File: src/s8bsp_pkg.sv
// ----------------------------------------------------------------------------
// s8bsp_pkg
// Shared types, constants and selector tables of the Simple8b stream packer.
// ----------------------------------------------------------------------------
`default_nettype none

package s8bsp_pkg;

  localparam int VALUE_W  = 60;
  localparam int WORD_W   = 64;
  localparam int SEL_W    = 4;
  localparam int NUM_SEL  = 16;
  localparam int IDX_W    = 8;
  localparam int OFF_W    = 6;
  localparam int SCAN_MAX = 240;

  localparam logic [SEL_W-1:0] SEL_FALLBACK = 4'd15;

  // Values per block for each selector.
  function automatic logic [IDX_W-1:0] sel_count(input logic [SEL_W-1:0] s);
    logic [IDX_W-1:0] n;
    unique case (s)
      4'd0:    n = 8'd240;
      4'd1:    n = 8'd120;
      4'd2:    n = 8'd60;
      4'd3:    n = 8'd30;
      4'd4:    n = 8'd20;
      4'd5:    n = 8'd15;
      4'd6:    n = 8'd12;
      4'd7:    n = 8'd10;
      4'd8:    n = 8'd8;
      4'd9:    n = 8'd7;
      4'd10:   n = 8'd6;
      4'd11:   n = 8'd5;
      4'd12:   n = 8'd4;
      4'd13:   n = 8'd3;
      4'd14:   n = 8'd2;
      default: n = 8'd1;
    endcase
    return n;
  endfunction

  // Bits per value for each selector; zero means a run of ones.
  function automatic logic [OFF_W-1:0] sel_width(input logic [SEL_W-1:0] s);
    logic [OFF_W-1:0] w;
    unique case (s)
      4'd0:    w = 6'd0;
      4'd1:    w = 6'd0;
      4'd2:    w = 6'd1;
      4'd3:    w = 6'd2;
      4'd4:    w = 6'd3;
      4'd5:    w = 6'd4;
      4'd6:    w = 6'd5;
      4'd7:    w = 6'd6;
      4'd8:    w = 6'd7;
      4'd9:    w = 6'd8;
      4'd10:   w = 6'd10;
      4'd11:   w = 6'd12;
      4'd12:   w = 6'd15;
      4'd13:   w = 6'd20;
      4'd14:   w = 6'd30;
      default: w = 6'd60;
    endcase
    return w;
  endfunction

  typedef enum logic [5:0] {
    ST_IDLE   = 6'b000001,
    ST_SCAN   = 6'b000010,
    ST_DECIDE = 6'b000100,
    ST_PACK   = 6'b001000,
    ST_COMMIT = 6'b010000,
    ST_EMIT   = 6'b100000
  } state_t;

  typedef struct packed {
    logic             clear;
    logic             update;
    logic [IDX_W-1:0] idx;
  } eval_ctl_t;

endpackage

`default_nettype wire

File: src/s8bsp_eval.sv
// ----------------------------------------------------------------------------
// s8bsp_eval
// Per-selector fit flags over a scan of the buffer and greedy selector choice.
// ----------------------------------------------------------------------------
`default_nettype none

module s8bsp_eval #(
  parameter int CW = 9
) (
  input  wire                                   clk,
  input  wire s8bsp_pkg::eval_ctl_t             ctl,
  input  wire [s8bsp_pkg::VALUE_W-1:0]          data,
  input  wire [CW-1:0]                          limit,
  output logic [s8bsp_pkg::NUM_SEL-1:0]         ok_r,
  output logic [s8bsp_pkg::SEL_W-1:0]           sel
);

  logic [s8bsp_pkg::NUM_SEL-1:0] ok_nxt;

  // Fold one scanned value into the flag of each selector whose block covers its index
  always_comb begin
    logic [s8bsp_pkg::OFF_W-1:0]   w;
    logic [s8bsp_pkg::VALUE_W-1:0] hi_mask;
    logic                          cond;
    ok_nxt = ok_r;
    for (int s = 0; s < s8bsp_pkg::NUM_SEL; s++) begin
      w = s8bsp_pkg::sel_width(s8bsp_pkg::SEL_W'(s));
      hi_mask = ~((s8bsp_pkg::VALUE_W'(1) << w) - s8bsp_pkg::VALUE_W'(1));
      if (w == s8bsp_pkg::OFF_W'(0)) begin
        cond = (data == s8bsp_pkg::VALUE_W'(1));
      end else begin
        cond = ((data & hi_mask) == '0) || (w == s8bsp_pkg::OFF_W'(s8bsp_pkg::VALUE_W));
      end
      if (ctl.idx < s8bsp_pkg::sel_count(s8bsp_pkg::SEL_W'(s))) begin
        ok_nxt[s] = ok_r[s] & cond;
      end
    end
  end

  always_ff @(posedge clk) begin
    if (ctl.clear) begin
      ok_r <= '1;
    end else if (ctl.update) begin
      ok_r <= ok_nxt;
    end
  end

  // Pick the first selector whose block fits within the limit
  always_comb begin
    sel = s8bsp_pkg::SEL_FALLBACK;
    for (int s = s8bsp_pkg::NUM_SEL - 1; s >= 0; s--) begin
      if (ok_r[s] && (CW'(s8bsp_pkg::sel_count(s8bsp_pkg::SEL_W'(s))) <= limit)) begin
        sel = s8bsp_pkg::SEL_W'(s);
      end
    end
  end

endmodule

`default_nettype wire

File: config.mk
export PLATFORM = sky130hd
export DESIGN_NAME = s8bsp_eval
export DESIGN_NICKNAME = d
export VERILOG_FILES = /design/src/s8bsp_pkg.sv /design/src/s8bsp_eval.sv
export SDC_FILE = /design/constraint.sdc
export NUM_CORES = 1
export LEC_CHECK = 0
export ABC_AREA = 1
export BUFFER_PORTS_ARGS = -buffer_cell sky130_fd_sc_hd__buf_2
export CAP_MARGIN = 20
export CELL_PAD_IN_SITES_DETAIL_PLACEMENT = 1
export CELL_PAD_IN_SITES_GLOBAL_PLACEMENT = 2
export CORE_MARGIN = 4
export CORE_UTILIZATION = 20
export DETAILED_ROUTE_END_ITERATION = 8
export PLACE_DENSITY = 0.85
export SYNTH_ARGS = -nofsm -noshare
export SYNTH_HDL_FRONTEND = slang
export SYNTH_SLANG_ARGS = --single-unit
File: constraint.sdc
create_clock -name clk -period 2.2 [get_ports clk]
set_input_delay 0.11 -clock clk [delete_from_list [all_inputs] [get_ports clk]]
set_output_delay 0.11 -clock clk [all_outputs]
set_load 0.005 [all_outputs]
Word level (Yosys, flattened, before mapping)
Cells that the tools add are included.
{"block": "word_totals", "reg_bits": 15, "out_inout_bits": 20, "word_cells": 119}
{"block": "op_classes", "order_cmp": 30, "n_eq_ne": 1, "n_mux": 15, "n_bitwise": 15, "n_reduce_logical": 43}
{"operator": "logical NOT 60 bit", "n": 13}
{"operator": "== test 60 x 1 -> 1 bit (second input constant)", "n": 1}
{"operator": "2-to-1 mux 4 bit", "n": 14}
{"operator": "<= comparator 3 x 9 -> 1 bit (first input constant)", "n": 4}
{"operator": "<= comparator 4 x 9 -> 1 bit (first input constant)", "n": 4}
{"operator": "less-than comparator 8 x 3 -> 1 bit (second input constant)", "n": 4}
{"operator": "less-than comparator 8 x 4 -> 1 bit (second input constant)", "n": 4}
{"operator": "AND reduction 2 bit", "n": 15}
{"operator": "<= comparator 2 x 9 -> 1 bit (first input constant)", "n": 2}
{"operator": "<= comparator 5 x 9 -> 1 bit (first input constant)", "n": 2}
{"operator": "less-than comparator 8 x 2 -> 1 bit (second input constant)", "n": 2}
{"operator": "less-than comparator 8 x 5 -> 1 bit (second input constant)", "n": 2}
{"operator": "bitwise AND 1 bit", "n": 15}
{"operator": "logical AND 1 bit", "n": 15}
{"operator": "<= comparator 6 x 9 -> 1 bit (first input constant)", "n": 1}
{"operator": "<= comparator 7 x 9 -> 1 bit (first input constant)", "n": 1}
{"operator": "<= comparator 8 x 9 -> 1 bit (first input constant)", "n": 1}
{"operator": "less-than comparator 8 x 6 -> 1 bit (second input constant)", "n": 1}
{"operator": "less-than comparator 8 x 7 -> 1 bit (second input constant)", "n": 1}
{"operator": "less-than comparator 8 bit (second input constant)", "n": 1}
{"operator": "2-to-1 mux 1 bit", "n": 1}

Logic depth before layout (Yosys ltp)
{"block": "logic_depth", "ltp_word": 17, "depth_mapped": 18, "ltp_nobuf": 18}

Worst setup path before layout
OpenSTA, ideal clock, no wires.
{"block": "synth_timing", "kind": "in2out", "startpoint": "input limit[6]", "endpoint": "output sel[0] in the netlist's numbering", "arrival_ns": 1.137, "required_time_ns": 2.090, "setup_slack_ns": 0.953, "stages": 17, "cell_sequence": "nor2_1 nand2_2 nor2_1 nor2_1 nand2_1 nand2_1 nand2_1 nand2_1 nand2_1 nand2_1 nand2_1 nand2_1 nand2_1 nand2_1 nand2_1 nand2_1 a21oi_1"}
{"block": "synth_via", "elab_chain_len": 17}
{"item": "start: declaration", "line_no": "s8bsp_eval.sv:13", "rtl": "input wire [CW-1:0] limit,"}
{"item": "<= comparator 2 x 9 -> 1 bit", "line_no": "s8bsp_eval.sv:52", "rtl": "if (ok_r[s] && (CW'(s8bsp_pkg::sel_count(s8bsp_pkg::SEL_W'(s))) <= limit)) begin"}
{"item": "logical AND 1 bit", "line_no": "s8bsp_eval.sv:52"}
{"item": "2-to-1 mux 1 bit", "line_no": "s8bsp_eval.sv:52"}
{"item": "2-to-1 mux 4 bit (13 in a row)", "line_no": "s8bsp_eval.sv:52"}
{"item": "2-to-1 mux 4 bit *", "line_no": "s8bsp_eval.sv:52"}
{"item": "end: declaration", "line_no": "s8bsp_eval.sv:15", "rtl": "output logic [s8bsp_pkg::SEL_W-1:0] sel"}
Every way passes the cells marked *; elsewhere a longest branch is shown, timed or not.

Worst setup path in the final report
{"block": "layout_timing", "startpoint": "input limit[7]", "endpoint": "output sel[0] in the netlist's numbering"}
Same word-level chain as after synthesis.

==> flow_metrics.tcl <==
set metrics [dict create \
    gr-total-overflow 0 \
    dr.pass1.iters 4 \
    areaGrowthSynthToFinish_pct 41.4 \
    synth_edf_count 0 \
    viasPerCell 4.35 \
    grt_pass1_vias 2255 \
    syn-cell-area_mm2 0.00156 \
    detail-route-antenna-nets 0 \
    slew_viol_final 0 \
    path_cells "buf_2 -> nor2_2 -> nand2_2 -> nor2_1 -> nor2_1 -> nand2_1 -> nand2_1 -> nand2_1 -> nand2_1 -> nand2_1 -> nand2_1 -> nand2_1 -> nand2_1 -> nand2_1 -> nand2_1 -> nand2_1 -> nand2_1 -> a21oi_1 -> buf_2" \
    synth_ff_type "dfxtp_1" \
    path_common_cell "nand2_1" \
    finalCriticalPeriod_ns 1.69 \
    cts_sinks 15 \
    regMostFlops "ok_r" \
    crit_path_end_kind "output pin" \
    fin_setup_tns_ns 0 \
    reg.largest.list "ok_r: 15 flops" \
    ir_drop_v 0.000121 \
    core-area_mm2 0.00741 \
    design.portCount 100 \
    num_antenna_cells 0 \
    crit_fanout 8 \
    slowest_stage "nor2_1" \
    htreeDepth 1 \
    ctsResizeCount 0 \
    p_per_area_mw_per_mm2 324 \
    die_w_um 96.3 \
    grt_max_degree 16 \
    synth_top_area_cell "dfxtp_1" \
    largest_register_ffs 15 \
    multi_input_area_mm2 0.00110 \
    die_area_mm2 0.00927 \
    synth_nets 371 \
    required_ns 2.09 \
    synthesis.instances 291 \
    synth-seq-cells 15 \
    hold_class "input pin to flip-flop" \
    status "finished clean" \
    wire_per_inst_um 12.5 \
    cap_violations 0 \
    clock_skew_ns 0 \
    power.internal_mw 0.502 \
    fillers 1035 \
    start_util 0.210 \
    cpLargestDelayFamily "simple AND/OR/NAND/NOR gates" \
    ys.warnings.count 0 \
    grtUsageTotal 0.135 \
    clockRootBuffer "clkbuf_8" \
    dpl_cell_area_mm2 0.00216 \
    drc 0 \
    synthArstFlopShare 0 \
    drt-total-wl_um 6110 \
    insertion_delay_ns 0.24 \
    hold_buffers 0 \
    clk_pin_slew_ns 0.05 \
    cts_buffers 3 \
    drive_gt1_frac 0.321 \
    synth_cell_types 27 \
    postCtsSetupRepairBufs 0 \
    ctsLongestPathBuffers 2 \
    cts_tree "done" \
    p_leak_nw 1.07 \
    synth_top_area_frac 0.193 \
    setup_viol 0 \
    dp_slack_ns 0.495 \
    worstPathArrival_ns 1.58 \
    p_seq_frac 0.401 \
    synth_most_common_cell "nand2_1" \
    nets 471 \
    start_kind "input pin" \
    routabilityCongestion 0.821 \
    synth_commonest_cells "77 x nand2_1, 58 x nor2_1, 33 x inv_1" \
    setup_ws_ns 0.509 \
    synthTopCellsByArea "dfxtp_1 19%, nand2_1 19%, nor2_1 14%" \
    max_freq_mhz 592 \
    fin_area_mm2 0.00220 \
    rows 31 \
    seqCellArea_um2 300 \
    vias 2125 \
    synth_seq_area_share 0.193 \
    p_comb_frac 0.308 \
    rsz0062_at_grt "no" \
    grt_pass1_wl_um 10100 \
    die_y_um 96.3 \
    period_share 0.768 \
    hpwl_um 5690 \
    switchingPower_mw 0.211 \
    avgSynthCellArea_um2 5.35 \
    critPathMaxStageDelay_ns 0.15 \
    port_buffers 98 \
    crit_type "input pin to output pin" \
    crit_buf_inv 2 \
    final_hold_viol_count 0 \
    clkPwrFrac 0.291 \
    swShare 0.296 \
    dr.first_iter.drc_count 68 \
    antenna_found_initial 0 \
]
## kinds of logic (layout without fill, tap and decap cells)
group,count (synthesis),after routing,share of synthesized area
and+or+nand+nor,199,199,0.586
buffers and inverters,41,140,0.101
AOI/OAI and AO/OA,35,35,0.117
DFF,15,15,0.193
other,1,1,0.00241
## layout by cell type (no fill, tap or decap), types with 4 or more instances in the layout
| cell | synthesis | layout |
|---|---|---|
| o21ai_1 | 5 | 5 |
| nor3_1 | 12 | 12 |
| nand2_1 | 77 | 77 |
| nand3_1 | 18 | 18 |
| nand2_2 | 4 | 4 |
| a21oi_1 | 5 | 5 |
| dfxtp_1 | 15 | 15 |
| nand4_1 | 7 | 7 |
| nor2_2 | 8 | 8 |
| buf_2 | 0 | 98 |
| o21ai_0 | 22 | 22 |
| inv_1 | 33 | 33 |
| inv_2 | 5 | 5 |
| nor2_1 | 58 | 58 |
## path summary, 6_finish.rpt
kind	start	endpoint	slack, ns	depth (start not counted)
min reg2reg	ok_r[12]	ok_r[12]	0.47	2
max reg2reg	ok_r[11]	ok_r[11]	1.59	2
max	limit[7]	sel[0]	0.51	19
min	ctl[8]	ok_r[1]	0.22	4
## routing by layer
| layer | routed length (um) | up-vias | track usage |
|---|---|---|---|
| met2 | 2900 | 61 | 0.236 |
| met3 | 368 | 2 | 0.0180 |
| li1 | - | 1137 | - |
| met1 | 2800 | 925 | 0.176 |
| met5 | 0 | - | 0 |
| met4 | 40 | 0 | 0.0273 |
## tightest hold or removal path: cells and delay by family
family | cells | cell delay [ns]
buffers and inverters | 1 | 0.12
AOI/OAI and AO/OA | 1 | 0.07
and+or+nand+nor | 2 | 0.14
## power groups by stage
stage	clock, mW	combinational [mW]	sequential [mW]
after global routing	0.235	0.251	0.287
final	0.208	0.219	0.286
after global placement	0	0.217	0.292
after detailed placement	0	0.221	0.292
after CTS	0.214	0.222	0.286
after floorplan	0	0.0928	0.290
## per-stage QoR
step	hold slack [ns]	utilization	power [mW]	cells
5_1_grt	0.237	0.297	0.773	489
3_5_place_dp	0.464	0.291	0.514	485
2_1_floorplan	0.256	-	0.383	291
3_3_place_gp	0.456	0.291	0.508	485
6_report	0.223	0.297	0.713	489
4_1_cts	0.223	0.297	0.722	489
## area by class of cell
type                            instances  area share
Clock buffer                            4      0.0205
Sequential cell                        15       0.136
Tap cell                               99      0.0563
Timing Repair Buffer                   98       0.223
Multi-Input combinational cell        235       0.499
Inverter                               38      0.0648
No activity file was read; power rests on OpenSTA's default activity.
